--- src/rtl/tts_pkg.sv ---
`timescale 1ns / 1ps
// ----------------------------------------------------------------------------
// Task tick scheduler package
// Shared constants for the task tick scheduler: policy and command codes,
// default sizes and the packing of the stream payloads.
// ----------------------------------------------------------------------------
package tts_pkg;

  // Scheduling policies held in the configuration register.
  localparam int POLICY_W = 2;
  localparam logic [POLICY_W-1:0] POL_FIFO = 2'd0;
  localparam logic [POLICY_W-1:0] POL_SRTF = 2'd1;
  localparam logic [POLICY_W-1:0] POL_RR   = 2'd2;

  // Input commands carried on in_tuser.
  localparam logic CMD_LOAD = 1'b0;
  localparam logic CMD_TICK = 1'b1;

  // Default sizes.
  localparam int MAX_TASKS_DEF = 16;
  localparam int TIME_BITS_DEF = 16;

  // Fixed field widths of the stream payloads.
  localparam int FIELD_W   = 16;
  localparam int TASK_ID_W = 4;

  localparam int IN_DATA_W  = 2 * FIELD_W;
  localparam int OUT_BITS   = 6 * FIELD_W - FIELD_W + TASK_ID_W + 3;
  localparam int OUT_DATA_W = ((OUT_BITS + 7) / 8) * 8;

endpackage

--- src/rtl/tts_ram.sv ---
`timescale 1ns / 1ps
// ----------------------------------------------------------------------------
// Generic RAM
// Single write port, single read port with registered read data.
// ----------------------------------------------------------------------------
module tts_ram #(
  parameter int WIDTH = 8,
  parameter int DEPTH = 16
) (
  input  logic                     clk,
  input  logic                     we,
  input  logic [$clog2(DEPTH)-1:0] waddr,
  input  logic [WIDTH-1:0]         wdata,
  input  logic [$clog2(DEPTH)-1:0] raddr,
  output logic [WIDTH-1:0]         rdata
);

  logic [WIDTH-1:0] mem [DEPTH];

  always_ff @(posedge clk) begin
    if (we) begin
      mem[waddr] <= wdata;
    end
    rdata <= mem[raddr];
  end

endmodule

--- src/rtl/task_tick_scheduler_core.sv ---
`timescale 1ns / 1ps
// ----------------------------------------------------------------------------
// Task tick scheduler
// Loads tasks into a table and, on each tick beat, runs one unit of work of
// the task chosen by the fifo, shortest-remaining-time or round-robin policy.
// ----------------------------------------------------------------------------
// Flow: a load beat is written in the cycle it is accepted and the next
// beat may follow at once. A tick beat passes the scan, update, wait and
// output states before the next beat is taken: one compare unit walks the
// table an entry a cycle through the registered RAM read port, a shared
// subtractor serves the update and wait states, and the output state raises
// out_tvalid once any earlier result is taken. Reset (rst_n low, synchronous)
// empties the table, clears the time and rotation point and selects the fifo policy.
module task_tick_scheduler_core #(
  parameter int MAX_TASKS = tts_pkg::MAX_TASKS_DEF,
  parameter int TIME_BITS = tts_pkg::TIME_BITS_DEF
) (
  input  logic                            clk,
  input  logic                            rst_n,
  // Configuration: policy register.
  input  logic                            cfg_valid,
  output logic                            cfg_ready,
  input  logic [tts_pkg::POLICY_W-1:0]    cfg_data,
  // Input stream.
  input  logic                            in_tvalid,
  output logic                            in_tready,
  // [15:0] arrive_at, [31:16] work_len
  input  logic [tts_pkg::IN_DATA_W-1:0]   in_tdata,
  // [0] command
  input  logic                            in_tuser,
  // Result stream.
  output logic                            out_tvalid,
  input  logic                            out_tready,
  // [15:0] tick_time, [16] running_valid, [20:17] running_task,
  // [36:21] remaining_before, [37] finished, [53:38] finish_at,
  // [69:54] turnaround, [85:70] queue_delay, [86] all_done, [87] zero
  output logic [tts_pkg::OUT_DATA_W-1:0]  out_tdata
);

  import tts_pkg::*;

  localparam int IDX_W  = (MAX_TASKS > 1) ? $clog2(MAX_TASKS) : 1;
  localparam int CNT_W  = $clog2(MAX_TASKS + 1);
  localparam int ENT_W  = 3 * TIME_BITS;
  localparam int WIDE_W = (TIME_BITS > FIELD_W) ? TIME_BITS : FIELD_W;
  localparam logic [TIME_BITS-1:0] TIME_MAX = {TIME_BITS{1'b1}};
  localparam logic [WIDE_W-1:0]    TIME_MAX_W = WIDE_W'(TIME_MAX);
  localparam logic [WIDE_W-1:0]    FIELD_MAX_W = WIDE_W'({FIELD_W{1'b1}});

  localparam logic [2:0] ST_IDLE   = 3'd0;
  localparam logic [2:0] ST_SCAN   = 3'd1;
  localparam logic [2:0] ST_UPDATE = 3'd2;
  localparam logic [2:0] ST_WAITC  = 3'd3;
  localparam logic [2:0] ST_OUT    = 3'd4;

  logic [2:0]            state_r, state_nxt;
  logic [POLICY_W-1:0]   policy_r, policy_nxt;
  logic [CNT_W-1:0]      cnt_r, cnt_nxt;
  logic [CNT_W-1:0]      act_r, act_nxt;
  logic [TIME_BITS-1:0]  time_r, time_nxt;
  logic [IDX_W-1:0]      rot_r, rot_nxt;
  logic [CNT_W-1:0]      issue_r, issue_nxt;
  logic [IDX_W-1:0]      addr_r, addr_nxt;
  logic                  rd_vld_r, rd_vld_nxt;
  logic [IDX_W-1:0]      rd_idx_r, rd_idx_nxt;
  logic                  found_r, found_nxt;
  logic                  stop_r, stop_nxt;
  logic                  fin_r, fin_nxt;
  logic [IDX_W-1:0]      best_idx_r, best_idx_nxt;
  logic [TIME_BITS-1:0]  best_arr_r, best_arr_nxt;
  logic [TIME_BITS-1:0]  best_srv_r, best_srv_nxt;
  logic [TIME_BITS-1:0]  best_rem_r, best_rem_nxt;
  logic [TIME_BITS-1:0]  comp_r, comp_nxt;
  logic [TIME_BITS-1:0]  resp_r, resp_nxt;
  logic [TIME_BITS-1:0]  wait_r, wait_nxt;
  logic                  out_valid_r, out_valid_nxt;
  logic [OUT_DATA_W-1:0] out_data_r, out_data_nxt;

  // RAM signals.
  logic              ram_we;
  logic [IDX_W-1:0]  ram_waddr;
  logic [ENT_W-1:0]  ram_wdata;
  logic [ENT_W-1:0]  ram_rdata;

  // Entry read back from the table.
  logic [TIME_BITS-1:0] d_arr, d_srv, d_rem;
  logic                 d_arrived, d_ready, take;

  // Saturated load values.
  logic [WIDE_W-1:0]    ld_arr_w, ld_srv_w;
  logic [TIME_BITS-1:0] ld_arr, ld_srv;

  // Shared subtractor.
  logic [TIME_BITS-1:0] sub_a, sub_b, sub_res;
  logic [TIME_BITS:0]   sub_full;

  logic [TIME_BITS-1:0] comp_val, rem_dec;
  logic                 in_beat, out_beat;
  logic [CNT_W-1:0]     addr_inc, best_inc;
  logic [IDX_W-1:0]     scan_start;

  function automatic logic [FIELD_W-1:0] sat_field(input logic [TIME_BITS-1:0] v);
    logic [WIDE_W-1:0] v_w;
    v_w = WIDE_W'(v);
    return (v_w > FIELD_MAX_W) ? {FIELD_W{1'b1}} : v_w[FIELD_W-1:0];
  endfunction

  tts_ram #(
    .WIDTH(ENT_W),
    .DEPTH(MAX_TASKS)
  ) u_table (
    .clk  (clk),
    .we   (ram_we),
    .waddr(ram_waddr),
    .wdata(ram_wdata),
    .raddr(addr_r),
    .rdata(ram_rdata)
  );

  assign cfg_ready  = 1'b1;
  assign in_tready  = (state_r == ST_IDLE);
  assign in_beat    = in_tvalid && in_tready;
  assign out_beat   = out_valid_r && out_tready;
  assign out_tvalid = out_valid_r;
  assign out_tdata  = out_data_r;

  assign ld_arr_w = WIDE_W'(in_tdata[FIELD_W-1:0]);
  assign ld_srv_w = WIDE_W'(in_tdata[2*FIELD_W-1:FIELD_W]);
  assign ld_arr   = (ld_arr_w > TIME_MAX_W) ? TIME_MAX : ld_arr_w[TIME_BITS-1:0];
  assign ld_srv   = (ld_srv_w > TIME_MAX_W) ? TIME_MAX : ld_srv_w[TIME_BITS-1:0];

  assign d_rem = ram_rdata[TIME_BITS-1:0];
  assign d_srv = ram_rdata[2*TIME_BITS-1:TIME_BITS];
  assign d_arr = ram_rdata[3*TIME_BITS-1:2*TIME_BITS];
  assign d_arrived = (d_arr <= time_r);
  assign d_ready   = d_arrived && (d_rem != '0);

  always_comb begin
    take = 1'b0;
    unique case (policy_r)
      POL_SRTF: take = d_ready && (!found_r || (d_rem < best_rem_r));
      POL_RR:   take = d_ready && !found_r;
      default:  take = !stop_r && (d_rem != '0) && d_arrived;
    endcase
  end

  assign comp_val = (time_r == TIME_MAX) ? time_r : time_r + 1'b1;
  assign rem_dec  = best_rem_r - 1'b1;
  assign addr_inc = CNT_W'(addr_r) + CNT_W'(1);
  assign best_inc = CNT_W'(best_idx_r) + CNT_W'(1);
  // Only round robin starts the walk at the rotation point.
  assign scan_start = ((policy_r == POL_RR) && (CNT_W'(rot_r) < cnt_r)) ? rot_r : '0;

  // One subtractor serves both the response and the wait time; a negative
  // difference floors at zero.
  assign sub_a    = (state_r == ST_UPDATE) ? comp_val : resp_r;
  assign sub_b    = (state_r == ST_UPDATE) ? best_arr_r : best_srv_r;
  assign sub_full = {1'b0, sub_a} - {1'b0, sub_b};
  assign sub_res  = sub_full[TIME_BITS] ? '0 : sub_full[TIME_BITS-1:0];

  always_comb begin
    state_nxt     = state_r;
    policy_nxt    = policy_r;
    cnt_nxt       = cnt_r;
    act_nxt       = act_r;
    time_nxt      = time_r;
    rot_nxt       = rot_r;
    issue_nxt     = issue_r;
    addr_nxt      = addr_r;
    rd_vld_nxt    = 1'b0;
    rd_idx_nxt    = rd_idx_r;
    found_nxt     = found_r;
    stop_nxt      = stop_r;
    fin_nxt       = fin_r;
    best_idx_nxt  = best_idx_r;
    best_arr_nxt  = best_arr_r;
    best_srv_nxt  = best_srv_r;
    best_rem_nxt  = best_rem_r;
    comp_nxt      = comp_r;
    resp_nxt      = resp_r;
    wait_nxt      = wait_r;
    out_valid_nxt = out_beat ? 1'b0 : out_valid_r;
    out_data_nxt  = out_data_r;
    ram_we        = 1'b0;
    ram_waddr     = best_idx_r;
    ram_wdata     = {best_arr_r, best_srv_r, rem_dec};

    if (cfg_valid && cfg_ready) begin
      policy_nxt = cfg_data;
    end

    unique case (state_r)
      ST_IDLE: begin
        if (in_beat && (in_tuser == CMD_LOAD)) begin
          // A load into a full table is dropped.
          if (cnt_r < CNT_W'(MAX_TASKS)) begin
            ram_we    = 1'b1;
            ram_waddr = cnt_r[IDX_W-1:0];
            ram_wdata = {ld_arr, ld_srv, ld_srv};
            cnt_nxt   = cnt_r + 1'b1;
            if (ld_srv != '0) begin
              act_nxt = act_r + 1'b1;
            end
          end
        end else if (in_beat) begin
          state_nxt = ST_SCAN;
          issue_nxt = '0;
          addr_nxt  = scan_start;
          found_nxt = 1'b0;
          stop_nxt  = 1'b0;
        end
      end
      ST_SCAN: begin
        if (issue_r < cnt_r) begin
          rd_vld_nxt = 1'b1;
          rd_idx_nxt = addr_r;
          issue_nxt  = issue_r + 1'b1;
          addr_nxt   = (addr_inc == cnt_r) ? '0 : addr_r + 1'b1;
        end else if (!rd_vld_r) begin
          state_nxt = ST_UPDATE;
        end
        if (rd_vld_r) begin
          // In fifo order only the first unfinished entry counts.
          if ((policy_r != POL_SRTF) && (policy_r != POL_RR) && (d_rem != '0)) begin
            stop_nxt = 1'b1;
          end
          if (take) begin
            found_nxt    = 1'b1;
            best_idx_nxt = rd_idx_r;
            best_arr_nxt = d_arr;
            best_srv_nxt = d_srv;
            best_rem_nxt = d_rem;
          end
        end
      end
      ST_UPDATE: begin
        comp_nxt = comp_val;
        resp_nxt = sub_res;
        fin_nxt  = found_r && (rem_dec == '0);
        if (found_r) begin
          ram_we = 1'b1;
          if (rem_dec == '0) begin
            act_nxt = act_r - 1'b1;
          end
          if (policy_r == POL_RR) begin
            rot_nxt = (best_inc < cnt_r) ? best_idx_r + 1'b1 : '0;
          end
        end else if (policy_r == POL_RR) begin
          rot_nxt = '0;
        end
        state_nxt = ST_WAITC;
      end
      ST_WAITC: begin
        wait_nxt  = sub_res;
        state_nxt = ST_OUT;
      end
      ST_OUT: begin
        if (!out_valid_r || out_tready) begin
          out_valid_nxt = 1'b1;
          out_data_nxt  = '0;
          out_data_nxt[15:0] = sat_field(time_r);
          out_data_nxt[86]   = (act_r == '0);
          if (found_r) begin
            out_data_nxt[16]    = 1'b1;
            out_data_nxt[20:17] = TASK_ID_W'(best_idx_r);
            out_data_nxt[36:21] = sat_field(best_rem_r);
            if (fin_r) begin
              out_data_nxt[37]    = 1'b1;
              out_data_nxt[53:38] = sat_field(comp_r);
              out_data_nxt[69:54] = sat_field(resp_r);
              out_data_nxt[85:70] = sat_field(wait_r);
            end
          end
          time_nxt  = comp_val;
          state_nxt = ST_IDLE;
        end
      end
      default: state_nxt = ST_IDLE;
    endcase
  end

  always_ff @(posedge clk) begin
    if (!rst_n) begin
      state_r     <= ST_IDLE;
      policy_r    <= POL_FIFO;
      cnt_r       <= '0;
      act_r       <= '0;
      time_r      <= '0;
      rot_r       <= '0;
      issue_r     <= '0;
      addr_r      <= '0;
      rd_vld_r    <= 1'b0;
      found_r     <= 1'b0;
      stop_r      <= 1'b0;
      fin_r       <= 1'b0;
      out_valid_r <= 1'b0;
    end else begin
      state_r     <= state_nxt;
      policy_r    <= policy_nxt;
      cnt_r       <= cnt_nxt;
      act_r       <= act_nxt;
      time_r      <= time_nxt;
      rot_r       <= rot_nxt;
      issue_r     <= issue_nxt;
      addr_r      <= addr_nxt;
      rd_vld_r    <= rd_vld_nxt;
      found_r     <= found_nxt;
      stop_r      <= stop_nxt;
      fin_r       <= fin_nxt;
      out_valid_r <= out_valid_nxt;
    end
  end

  always_ff @(posedge clk) begin
    rd_idx_r   <= rd_idx_nxt;
    best_idx_r <= best_idx_nxt;
    best_arr_r <= best_arr_nxt;
    best_srv_r <= best_srv_nxt;
    best_rem_r <= best_rem_nxt;
    comp_r     <= comp_nxt;
    resp_r     <= resp_nxt;
    wait_r     <= wait_nxt;
    out_data_r <= out_data_nxt;
  end

  // The count of unfinished tasks can never exceed the table fill.
  a_act_le_cnt: assert property (@(posedge clk) disable iff (!rst_n)
    act_r <= cnt_r)
    else $error("unfinished task count exceeds table fill");

  a_cnt_le_max: assert property (@(posedge clk) disable iff (!rst_n)
    cnt_r <= CNT_W'(MAX_TASKS))
    else $error("table fill exceeds its depth");

  // The scheduler clock never runs backwards.
  a_time_mono: assert property (@(posedge clk) disable iff (!rst_n)
    $past(rst_n) |-> time_r >= $past(time_r))
    else $error("current time decreased");

  // A finished task must also be reported as having run.
  a_fin_runs: assert property (@(posedge clk) disable iff (!rst_n)
    (out_valid_r && out_data_r[37]) |-> out_data_r[16])
    else $error("finished reported without a running task");

endmodule

--- config.mk ---
export PLATFORM = sky130hd
export DESIGN_NAME = task_tick_scheduler_core
export DESIGN_NICKNAME = d
export VERILOG_FILES = /design/src/rtl/tts_pkg.sv /design/src/rtl/tts_ram.sv /design/src/rtl/task_tick_scheduler_core.sv
export SDC_FILE = /design/constraint.sdc
export NUM_CORES = 1
export LEC_CHECK = 0
export CAP_MARGIN = 10
export CORE_MARGIN = 8
export CORE_UTILIZATION = 60
export DETAILED_ROUTE_END_ITERATION = 7
export DONT_BUFFER_PORTS = 1
export PLACE_DENSITY_LB_ADDON = 0.15
export SYNTH_ARGS = -nofsm -noshare
export SYNTH_HDL_FRONTEND = slang
export SYNTH_SLANG_ARGS = --single-unit
--- constraint.sdc ---
create_clock -name clk -period 6.7 [get_ports clk]
set_clock_uncertainty 0.2 [all_clocks]
set_input_delay 1.34 -clock clk [delete_from_list [all_inputs] [get_ports clk]]
set_output_delay 1.34 -clock clk [all_outputs]
set_load 0.005 [all_outputs]
Yosys cells after proc, flatten, opt, wreduce, memory -nomap -nowiden
Memory sizes are Yosys's and may differ from the RTL's. A register that Yosys moved wholly into a read port is not among the register bits.
Cells that the tools add are included.
Storage, ports and cells
  bits in registers: 240
  bits in writable memories: 768
  bits of input ports: 40
  output and inout bits: 91
  logic and storage cells: 174
  memories: 1
Operators by class
  add/sub/neg operators: 11
  magnitude comparators: 13
  equality and inequality tests: 24
  muxes and demuxes: 63
  bitwise logic cells: 1
  reductions and logical operators: 36
Memory list
  u_table.mem: words 16, bits a word 48, rd ports 1, clocked after memory_dff 1, wr ports 1, line tts_ram.sv:18  | logic [WIDTH-1:0] mem [DEPTH];
Operators with widths (number)
  16-bit two-way mux: 10
  48-bit two-way mux: 3
  16-bit > comparator, second input constant: 7
  4-bit two-way mux: 12
  5-bit two-way mux: 8
  16-bit nonzero test: 2
  2-bit != test, second input constant: 10
  5-bit case mux with 2 select lines: 2
  1-bit two-way mux: 17
  16-bit by 16-bit subtractor with 17-bit output: 1
  16-bit by 1-bit adder with 16-bit output, second input constant: 1
  16-bit == test, second input constant: 1
  16-bit <= comparator: 1
  16-bit logical NOT: 1
  16-bit less-than comparator: 1
  16-bit by 1-bit subtractor with 16-bit output, second input constant: 1
  5-bit by 1-bit adder with 5-bit output, second input constant: 3
  3-bit two-way mux: 5
  3-bit case mux with 5 select lines: 1
  5-bit AND reduction: 3
  1-bit logical AND: 12
  2-bit by 1-bit != test with 1-bit output, second input constant: 6
  4-bit by 1-bit adder with 5-bit output, second input constant: 2
  5-bit less-than comparator: 2
  other kinds (22): 36

Longest topological paths before layout
Gate-level depths: netlist of run 1.
  depth in word-level cells: 7
  mapped depth: 17
  gate-level depth less buffers: 16

Hierarchy
Synthesis of run 1 repeated with hierarchy kept, for this count alone.
Unflattened totals
  cell total of the unflattened synthesis: 2335
  area total of the unflattened synthesis: 41598.6 µm²
Modules (own cells, without submodules)
  tts_ram: times used 1, cells an instance 1242, area each 29691.0 µm², sequential area each 24023.0 µm²
  task_tick_scheduler_core: times used 1, cells an instance 1093, area each 11907.7 µm², sequential area each 6716.4 µm²

Worst setup path after synthesis of run 1
No wires, ideal clock.
  path type: input port to flip-flop
  from: input port in_tuser
  to: memory u_table.mem[15][0] in the netlist's numbering (enable)
  setup time: 513 ps
  arrival: 5366 ps
  required time: 5987 ps
  slack: 621 ps
  cell stages on the path: 6
  buffers on the path: 1
  cell sequence: nor2_1 > nand3_1 > clkbuf_1 > nor3_1 > a31oi_1 > nor3_1
On the way
  word-level cells in the longest chain between the ends: 6
  elaborated cells between the ends (all ways): 8
  classes of those cells: mux: 6; bitwise: 1; reduce/logical: 1
RTL lines
  start: declaration: line task_tick_scheduler_core.sv:30  | input logic in_tuser,
  1-bit inverter *: line task_tick_scheduler_core.sv:194  | if (in_beat && (in_tuser == CMD_LOAD)) begin
  1-bit logical AND *: line task_tick_scheduler_core.sv:194
  1-bit two-way mux: line task_tick_scheduler_core.sv:194
  1-bit case mux with 2 select lines: line task_tick_scheduler_core.sv:192  | unique case (state_r)
  1-bit two-way mux: line tts_ram.sv:21  | if (we) begin
  1-bit two-way mux (not written as such): line tts_ram.sv:22  | mem[waddr] <= wdata;
  end: declaration: line tts_ram.sv:18
Mark *: on every way between the ends. The rest lies on a longest branch, timed or not.

Final worst setup path of run 1
  from: register time_r[0]
  to: register wait_r[7], data pin
On the way
  word-level cells in the longest chain between the ends: 5
  elaborated cells between the ends (all ways): 6
  classes of those cells: add/sub: 2; eq/ne: 1; mux: 3
RTL lines
  start: declaration: line task_tick_scheduler_core.sv:60  | logic [TIME_BITS-1:0] time_r, time_nxt;
  start signal: assignment: line task_tick_scheduler_core.sv:302  | time_r <= time_nxt;
  16-bit by 1-bit adder with 16-bit output or 16-bit == test (tied branches): line task_tick_scheduler_core.sv:147  | assign comp_val = (time_r == TIME_MAX) ? time_r : time_r + 1'b1;
  16-bit two-way mux *: line task_tick_scheduler_core.sv:147
  16-bit two-way mux *: line task_tick_scheduler_core.sv:156  | assign sub_a = (state_r == ST_UPDATE) ? comp_val : resp_r;
  16-bit by 16-bit subtractor with 17-bit output *: line task_tick_scheduler_core.sv:158  | assign sub_full = {1'b0, sub_a} - {1'b0, sub_b};
  16-bit two-way mux *: line task_tick_scheduler_core.sv:159  | assign sub_res = sub_full[TIME_BITS] ? '0 : sub_full[TIME_BITS-1:0];
  net sub_res[7]: line task_tick_scheduler_core.sv:94  | logic [TIME_BITS-1:0] sub_a, sub_b, sub_res;
  end signal: assignment: line task_tick_scheduler_core.sv:322  | wait_r <= wait_nxt;
  end: declaration: line task_tick_scheduler_core.sv:75  | logic [TIME_BITS-1:0] wait_r, wait_nxt;
Mark *: on every way through the listed nets, which the timed path passes. The rest lies on a longest branch.
A chain may end at the register's enable or synchronous reset.

==> results.txt, run 1 <==
status = finished, final reports clean
Net Sw Frac = 24.0%
Initial Util = 60.2%
grt met3 use = 5.05%
Crit path arrival time = 4.91 ns
worst-path fanout max = 15
Comb power frac = 12.0%
DP HPWL = 63500 um
CTS Buf Count = 104
commonest non-fill, non-tap cell in the layout = edfxtp_1
area leader, netlist = edfxtp_1
Layout area overhead = 11.4%
hold_sp = u_table.rdata[26]$_DFF_P_
DP Area = 0.0432 sq mm
# hold bufs at CTS = 0
most area-consuming cells after synthesis = edfxtp_1 69%, mux4_2 13%, dfxtp_1 4.6%
number of flops mapped to enable cells by yosys = 959
Final Net Count = 2412
design area = 0.0466 sq mm
Post-CTS Resized = 0
Routed Antenna Nets = 0
ys flop type = edfxtp_1
Initial DRT Pass Iterations = 5
buffers added on ports = 0
FMAX = 211 MHz
io pins = 131
pwr/cell area = 327 mW/mm^2
Syn Area/Cell = 18.6 sq um
Max Slew Vio Count = 0
#FFs+latches synth = 1056
Vias per Instance = 6.36
CP required = 6.87 ns
final hold vios = 0
chip height = 280 um
largest net degree at the start of global routing = 130
cell family with most CP delay = compound AO/OA/AOI/OAI gates
H-tree Lvls = 3
share of cells above drive strength 1 = 20.1%
most frequent cells in the layout = 959 x edfxtp_1, 240 x mux4_2, 167 x nand2_1
total die area = 0.0784 sq mm
post-synthesis mux area share = 13.7%
Hold Crit Endpoint = best_srv_r[10]$_DFFE_PP_
clk_lat worst skew = 0.66 ns
setup tns final = 0 ns
WL/cell = 28.8 um
Seq/Total Area, Yosys = 73.5%
startpoint types = flip-flop
peak supply drop = 0.000211 V
Pleak = 15.3 nW
first-pass GRT wire length = 141000 um
GRT overflow = 0
GR peak layer = met1
worst-margin pin slew = 1.18 ns
post-CTS setup buffer count = 0
hold depth = 0
RSZ-0062 raised after global routing = false
Sink Count = 1056
Max Root-Sink Buffers = 3
clk slew on worst S/H paths = 0.06 ns
Reg power frac = 50.3%
post-synthesis simple-gate area fraction = 5.13%
initial antenna violation count = 5
Post-Syn Instances = 2249
total wire length = 96100 um
CTS tree = yes
Critical-path top delay cell = fa_1
Max Cap Viol = 0
syn_nets = 2361
RePlAce Congestion = 0.940
Total GRT Usage = 24.5%
total number of vias = 21200
minimum clock period = 4.73 ns
largest family of logic cells by synthesized area = multiplexers
worst r2r src = time_r[0]$_SDFFE_PN0P_
Row Count = 97
M2 GR Usage = 35.1%
hold crit path type = flip-flop to flip-flop
period utilization = 70.7%
Residual DRC = 0
r2r endpoint = wait_r[7]$_DFFE_PP_
r2r setup slk = 1.97 ns
FFs w/ async S/R, synth = 0%
post-synth top area share = 68.8%
CP Cell Sequence = ha_1 > nand3_1 > nor2_1 > nand4_1 > a21oi_1 > o21ai_0 > fa_1 > a21oi_1 > o21ai_0 > a21oi_1 > o2bb2ai_1 > o31a_1 > o21a_1 > nor2_1
CTS root buf = clkbuf_16
Worst Setup Path Type = flip-flop to flip-flop
Post-Syn Area = 0.0418 sq mm
Clk pwr share = 37.7%
sw power = 3.67 mW
synth unique cells = 72
Max-slew headroom = 19.0%
Ys Warns = 0
count of final setup violators = 0
XOR/XNOR share of the synthesized area = 1.26%
Post-Synth Adder-Cell Area = 2.19%
max incr delay on CP = 0.51 ns
critical path's most frequent cell = a21oi_1
vias in the first global route = 20900
met1 usage = 37.6%
core area = 0.0695 sq mm
Internal = 11.6 mW
Worst setup EP type = flip-flop
Synth Area in Compound Gates = 2.69%
initial DRC count = 2338
chip width = 280 um
worst r2r path cells = 14
Buf/Inv on CP = 0
-- kinds of logic after synthesis --
family,Yosys count
other,2
flip-flops,1056
multiplexers,273
buffers and inverters,166
adder cells (fa/ha/maj),72
XOR/XNOR,60
AO/OA/AOI/OAI,173
AND/OR/NAND/NOR,447
-- metrics by stage --
| stage | cells | total power [mW] | setup WS (ns) | util [%] | hold WS (ns) |
|---|---|---|---|---|---|
| detailed placement | 3131 | 9.64 | 1.87 | 62.1 | 0.189 |
| global route | 3331 | 15.7 | 1.61 | 67.0 | 0.206 |
| CTS | 3328 | 15.3 | 1.99 | 66.9 | 0.203 |
| global placement | 3131 | 9.59 | 1.97 | 62.1 | 0.189 |
| finish | 3334 | 15.3 | 1.97 | 67.0 | 0.204 |
| floorplan | 2249 | 8.97 | 0.621 | - | 0.186 |
-- cells in the mapped netlist, types with 3 or more instances --
cell / instances
o21ai_0: 36
buf_4: 3
and2_1: 6
nor2b_1: 9
inv_1: 63
nor2_1: 98
mux4_2: 240
nor3_1: 19
edfxtp_1: 959
mux2_2: 6
a31oi_1: 12
nand4_1: 19
nand3_1: 17
or3_1: 11
xor2_1: 10
a211oi_1: 8
nand2b_1: 11
o21a_1: 7
nand2_1: 167
o21bai_1: 5
o211a_1: 3
a22oi_1: 3
nor4_1: 15
a21o_1: 15
dfxtp_1: 97
ha_1: 70
o211ai_1: 7
mux2i_1: 27
or4_1: 3
o221ai_1: 3
xnor2_1: 50
a21oi_1: 42
o31ai_1: 3
and3_1: 55
a21boi_0: 3
clkbuf_1: 76
buf_1: 22
-- worst max-delay path by stage --
stage	startpoint	to	slack, ns	depth (start not counted)
after CTS	time_r[0]$_SDFFE_PN0P_	wait_r[7]$_DFFE_PP_	1.99	14
final	time_r[0]$_SDFFE_PN0P_	wait_r[7]$_DFFE_PP_	1.97	14
after floorplan	in_tuser	u_table.mem[15][0]$_DFFE_PP_	0.62	6
after detailed placement	in_tuser	u_table.mem[4][43]$_DFFE_PP_	1.87	6
after global placement	in_tuser	u_table.mem[4][34]$_DFFE_PP_	1.97	6
after global routing	time_r[0]$_SDFFE_PN0P_	resp_r[11]$_DFFE_PP_	1.61	14
-- power groups by stage --
stage                     Sequential (mW)  Clock, mW  Combinational (mW)
after floorplan                      7.70          0                1.28
after global placement               7.81          0                1.77
after detailed placement             7.82          0                1.82
after CTS                            7.68       5.84                1.83
after global routing                 7.70       6.08                1.96
final                                7.68       5.75                1.83
-- sequential cells by signal (all words and copies together) (netlist names), 16 cells and up --
name / count
best_arr_r: 16
best_rem_r: 16
best_srv_r: 16
comp_r: 16
out_tdata: 87
resp_r: 16
time_r: 16
u_table.mem: 768
u_table.rdata: 48
wait_r: 16
-- routing by layer --
| layer | part of all wire, % | up-vias |
|---|---|---|
| met5 | 0.024 | - |
| met4 | 3.4 | 4 |
| met3 | 8.8 | 170 |
| met2 | 44 | 979 |
| met1 | 44 | 11000 |
| li1 | - | 9072 |
-- area by class of cell --
class	instances	area, sq um
repair buffers	48	434
multi-input cells	1027	10600
fillers	4553	22900
well taps	940	1180
clock inverters	55	497
clock buffers	142	2910
inverters	63	236
flip-flops and latches	1056	30800
diodes	3	7.51
Power figures use the tool's default switching activity.
==> run 2: changes to the inputs <==
--- a/config.mk
+++ b/config.mk
@@ -7,7 +7,7 @@
 export LEC_CHECK = 0
 export CAP_MARGIN = 10
 export CORE_MARGIN = 8
-export CORE_UTILIZATION = 60
+export CORE_UTILIZATION = 57
 export DETAILED_ROUTE_END_ITERATION = 7
 export DONT_BUFFER_PORTS = 1
 export PLACE_DENSITY_LB_ADDON = 0.15
==> constraint.sdc (replaced) <==
create_clock -name clk -period 4.2 [get_ports clk]
set_clock_uncertainty 0.2 [all_clocks]
set_input_delay 0.84 -clock clk [delete_from_list [all_inputs] [get_ports clk]]
set_output_delay 0.84 -clock clk [all_outputs]
set_load 0.005 [all_outputs]
==> run 2 against run 1 <==
  * Via count increased by 0.94%
  * Clock power increased by 60%
  * Die area increased by 5.0%
  * Sequential power increased by 60%
  * Power increased by 59%
==> results.txt, run 2 (synthesized netlist as in run 1, its figures left out) <==
Sink Count = 1056
minimum clock period = 3.97 ns
Total GRT Usage = 23.9%
Crit path depth = 17
vias in the first global route = 21900
clk_lat worst skew = 0.67 ns
worst-margin pin slew = 0.996 ns
period utilization = 94.6%
chip height = 287 um
most frequent cells in the layout = 959 x edfxtp_1, 240 x mux4_2, 166 x nand2_1
Initial Util = 57.4%
pwr/cell area = 512 mW/mm^2
total wire length = 98900 um
status = finished, final reports clean
io pins = 131
H-tree Lvls = 3
Max Root-Sink Buffers = 3
CP required = 4.40 ns
total number of vias = 21400
startpoint types = flip-flop
Worst Setup Path Type = flip-flop to flip-flop
initial DRC count = 2309
buffers added on ports = 0
Vias per Instance = 6.32
hold crit path type = input port to flip-flop
cell family with most CP delay = compound AO/OA/AOI/OAI gates
antenna cell count = 0
hold slack = 0.101 ns
share of cells above drive strength 1 = 21.4%
crit path to = resp_r[15]$_DFFE_PP_
Layout area overhead = 13.0%
Top reg by flops = u_table.mem
Crit path arrival time = 4.17 ns
Buf/Inv on CP = 1
count of final setup violators = 0
max reg flops = 768
WL/cell = 29.2 um
Row Count = 99
worst r2r path cells = 17
largest net degree at the start of global routing = 122
core area = 0.0728 sq mm
Pleak = 15.6 nW
Max Slew Vio Count = 0
RSZ-0062 raised after global routing = true
total die area = 0.0823 sq mm
CTS Buf Count = 105
Initial DRT Pass Iterations = 5
r2r endpoint = resp_r[15]$_DFFE_PP_
Finished Core Util = 64.9%
first-pass GRT wire length = 145000 um
max incr delay on CP = 0.40 ns
Final Net Count = 2451
DP HPWL = 57900 um
critical path launch point = time_r[1]$_SDFFE_PN0P_
# hold bufs at CTS = 0
chip width = 287 um
RePlAce Congestion = 0.860
CTS tree = yes
CP Cell Sequence = ha_1 > nand3_1 > nor2_1 > buf_4 > nand2_1 > nor4_1 > nand3_1 > o21a_1 > mux2_2 > ha_1 > nand3_1 > a2111o_1 > a31oi_2 > o41ai_2 > o21bai_1 > xnor2_1 > nor2_1
Critical-path top delay cell = a2111o_1
Routed Antenna Nets = 0
worst-path fanout max = 6
final hold vios = 0
hold depth = 1
GRT overflow = 0
FMAX = 252 MHz
Residual DRC = 0
Max-slew headroom = 33.1%
peak supply drop = 0.000382 V
critical path's most frequent cell = nand3_1
r2r setup slk = 0.23 ns
clk slew on worst S/H paths = 0.06 ns
Max Cap Viol = 0
initial antenna violation count = 0
commonest non-fill, non-tap cell in the layout = edfxtp_1
CTS root buf = clkbuf_16
Worst setup EP type = flip-flop
worst r2r src = time_r[1]$_SDFFE_PN0P_
-- run 2: cell types whose count changed in the layout (fill, tap and decap cells not counted), sizes merged --
cell / previous run / this run
clkbuf: 142 / 146
diode: 3 / 0
bufinv: 7 / 9
clkinvlp: 2 / 6
inv: 64 / 66
buf: 48 / 86
clkinv: 45 / 33
-- run 2: cell type report --
type                       count  area, sq um
inverter                      63          236
timing repair buffer          86         1010
tap                          959         1200
clock buffer                 146         2840
fill                        4852        25600
clock inverter                51          577
multi-input combinational   1027        10700
sequential                  1056        30800
-- run 2: worst min-delay path by stage --
stage | startpoint | endpoint
floorplan | u_table.rdata[16]$_DFF_P_ | best_srv_r[0]$_DFFE_PP_
global placement | u_table.rdata[25]$_DFF_P_ | best_srv_r[9]$_DFFE_PP_
detailed placement | u_table.rdata[19]$_DFF_P_ | best_srv_r[3]$_DFFE_PP_
CTS | rst_n | addr_r[0]$_SDFFE_PN0P_
global route | rst_n | addr_r[3]$_SDFFE_PN0P_
finish | rst_n | addr_r[0]$_SDFFE_PN0P_
-- run 2: stage by stage --
step | worst slack (ns) | power (mW) | setup TNS [ns] | cell area (sq um) | instances
final | 0.228 | 24.2 | 0 | 47300 | 3388
after global routing | 0.00433 | 25.0 | 0 | 47300 | 3388
after CTS | 0.139 | 24.3 | 0 | 47200 | 3384
after detailed placement | 0.143 | 15.2 | 0 | 43800 | 3187
after global placement | 0.227 | 15.1 | 0 | 43800 | 3187
after floorplan | -1.35 | 14.3 | -147.21 | 41900 | 2249
-- run 2: per-layer routing --
layer | up-vias | part of all wire, % | GRT usage [%] | wire, um
met4 | 0 | 2.3 | 6.14 | 2300
li1 | 9162 | - | - | -
met5 | - | 0 | 0 | 0
met3 | 133 | 7.2 | 4.30 | 7070
met2 | 857 | 50 | 39.8 | 49300
met1 | 11300 | 41 | 32.8 | 40200
-- run 2: report_power, final --
part / internal, mW / switching, mW
clock network: 5.31 / 3.90
logic: 1.29 / 1.44
registers: 12.0 / 0.284
total: 18.6 / 5.63
-- run 2: timing repair --
action,CTS,global route
gates resized for setup,0,8
setup endpoints to repair,0,32
buffers inserted,0,2
==> run 3: changes to the inputs <==
--- a/config.mk
+++ b/config.mk
@@ -5,12 +5,13 @@
 export SDC_FILE = /design/constraint.sdc
 export NUM_CORES = 1
 export LEC_CHECK = 0
-export CAP_MARGIN = 10
+export CAP_MARGIN = 20
 export CORE_MARGIN = 8
 export CORE_UTILIZATION = 57
 export DETAILED_ROUTE_END_ITERATION = 7
 export DONT_BUFFER_PORTS = 1
 export PLACE_DENSITY_LB_ADDON = 0.15
+export SETUP_SLACK_MARGIN = 0.4
 export SYNTH_ARGS = -nofsm -noshare
 export SYNTH_HDL_FRONTEND = slang
 export SYNTH_SLANG_ARGS = --single-unit
==> run 3 against run 2 <==
  * Flip-flop and latch count unchanged
  * Sequential share of layout area down 1.3 points
  * Die area unchanged
  * Hold slack worse by 0.0047 ns
  * Core utilization up 1.4 points
  * Via count up 0.80%
  * Clock power up 4.9%
  * Critical path depth up 2
  * Register-to-register slack better by 0.20 ns
  * Cell count up 1.0%
  * Power up 2.8%
==> results.txt, run 3 (synthesized netlist as in run 1, its figures left out) <==
status = finished, final reports clean
period utilization = 89.9%
peak supply drop = 0.000403 V
final hold vios = 0
H-tree Lvls = 3
Worst Setup Path Type = flip-flop to flip-flop
Initial DRT Pass Iterations = 6
Pleak = 16.0 nW
Vias per Instance = 6.31
RePlAce Congestion = 0.886
CP Cell Sequence = ha_4 > nand3_4 > nor2_4 > buf_6 > nand4_1 > buf_6 > xor2_2 > mux2i_1 > ha_2 > inv_2 > fa_2 > a21oi_2 > o21ai_2 > a21oi_2 > o2bb2ai_4 > o31a_1 > o21a_2 > buf_6 > nor2_1
CTS Buf Count = 104
io pins = 131
filler cell count = 4775
fin cells = 3422
max reg flops = 768
chip height = 287 um
fin worst setup slack = 0.425 ns
antenna cell count = 0
total wire length = 100000 um
Sink Count = 1056
chip width = 287 um
Residual DRC = 0
hold slack = 0.0964 ns
DP Worst Slack = 0.00886 ns
Finished Core Util = 66.3%
GRT overflow = 0
DP HPWL = 60000 um
Max Root-Sink Buffers = 3
clk slew on worst S/H paths = 0.06 ns
CTS root buf = clkbuf_16
share of cells above drive strength 1 = 25.6%
count of final setup violators = 0
worst-margin pin slew = 1.11 ns
Routed Antenna Nets = 0
minimum clock period = 3.77 ns
FMAX = 265 MHz
Initial Util = 57.4%
pwr/cell area = 515 mW/mm^2
hold crit path type = input port to flip-flop
RSZ-0062 raised after global routing = true
Max Cap Viol = 0
FF+latch area = 0.0308 sq mm
Max Slew Vio Count = 0
startpoint types = flip-flop
worst-path fanout max = 7
Crit path arrival time = 3.99 ns
max incr delay on CP = 0.40 ns
first-pass GRT wire length = 146000 um
commonest non-fill, non-tap cell in the layout = edfxtp_1
total die area = 0.0823 sq mm
core area = 0.0728 sq mm
buffers added on ports = 0
Final Net Count = 2485
CP required = 4.41 ns
clk_lat worst skew = 0.67 ns
Placed Cells incl. Taps = 3198
most frequent cells in the layout = 959 x edfxtp_1, 240 x mux4_2, 164 x nand2_1
largest net degree at the start of global routing = 55
Worst setup EP type = flip-flop
initial antenna violation count = 2
Row Count = 99
Max-slew headroom = 25.7%
CTS tree = yes
Multi-input gate area = 0.0111 sq mm
Top reg by flops = u_table.mem
Total GRT Usage = 24.0%
WL/cell = 29.2 um
initial DRC count = 2250
vias in the first global route = 22000
Critical-path top delay cell = fa_2
Layout area overhead = 15.3%
critical path's most frequent cell = buf_6
total number of vias = 21600
setup tns final = 0 ns
==> run 3: layer usage <==
metal / vias up / share of wire [%] / global-route usage [%]
met5: - / 0 / 0
met4: 0 / 2.1 / 6.33
met3: 133 / 7.7 / 4.43
met2: 872 / 49 / 38.6
met1: 11300 / 42 / 34.2
li1: 9229 / - / -
==> run 3: worst paths after layout <==
| check | slack [ns] | endpoint | cells after the start | startpoint |
|---|---|---|---|---|
| worst min register to register | 0.19 | best_srv_r[7]$_DFFE_PP_ | 0 | u_table.rdata[23]$_DFF_P_ |
| worst max register to register | 0.43 | wait_r[9]$_DFFE_PP_ | 19 | time_r[0]$_SDFFE_PN0P_ |
| worst max-delay path | 0.43 | wait_r[9]$_DFFE_PP_ | 19 | time_r[0]$_SDFFE_PN0P_ |
| worst min-delay path | 0.1 | addr_r[0]$_SDFFE_PN0P_ | 1 | rst_n |
==> run 3: metrics by stage <==
stage               cell area [sq um]  power, mW
floorplan                       41900       14.3
global placement                43900       15.1
detailed placement              43900       15.2
CTS                             47700       24.8
global route                    48300       25.7
finish                          48300       24.9
==> run 3: power breakdown <==
group          switching [mW]  internal (mW)  total [mW]
registers               0.332           12.0        12.3
logic                    1.53           1.39        2.91
clock network            3.99           5.66        9.66
==> run 3: what timing repair did <==
item | CTS | global route
setup buffers | 5 | 20
hold buffers | 0 | 0
setup endpoints to repair | 32 | 33
pin swaps | 5 | 45
cloned | 1 | 0
gates resized for setup | 23 | 84
==> run 3: worst max-delay path: cells and delay by family, from the launching register on <==
| family | cells | cell delay, ns |
|---|---|---|
| multiplexers | 1 | 0.15 |
| adder cells (fa/ha/maj) | 3 | 0.75 |
| flip-flops | 1 | 0.36 |
| AO/OA/AOI/OAI | 6 | 1.02 |
| XOR/XNOR | 1 | 0.15 |
| buffers and inverters | 4 | 0.47 |
| AND/OR/NAND/NOR | 4 | 0.39 |
==> run 3: final cells by class <==
cell class              instances  share of cell area (%)
clock buffers                 130                    5.85
clock inverters                66                    1.62
inverters                      63                   0.490
multi-input cells            1027                    23.0
flip-flops and latches       1056                    63.7
well taps                     959                    2.49
repair buffers                121                    2.76
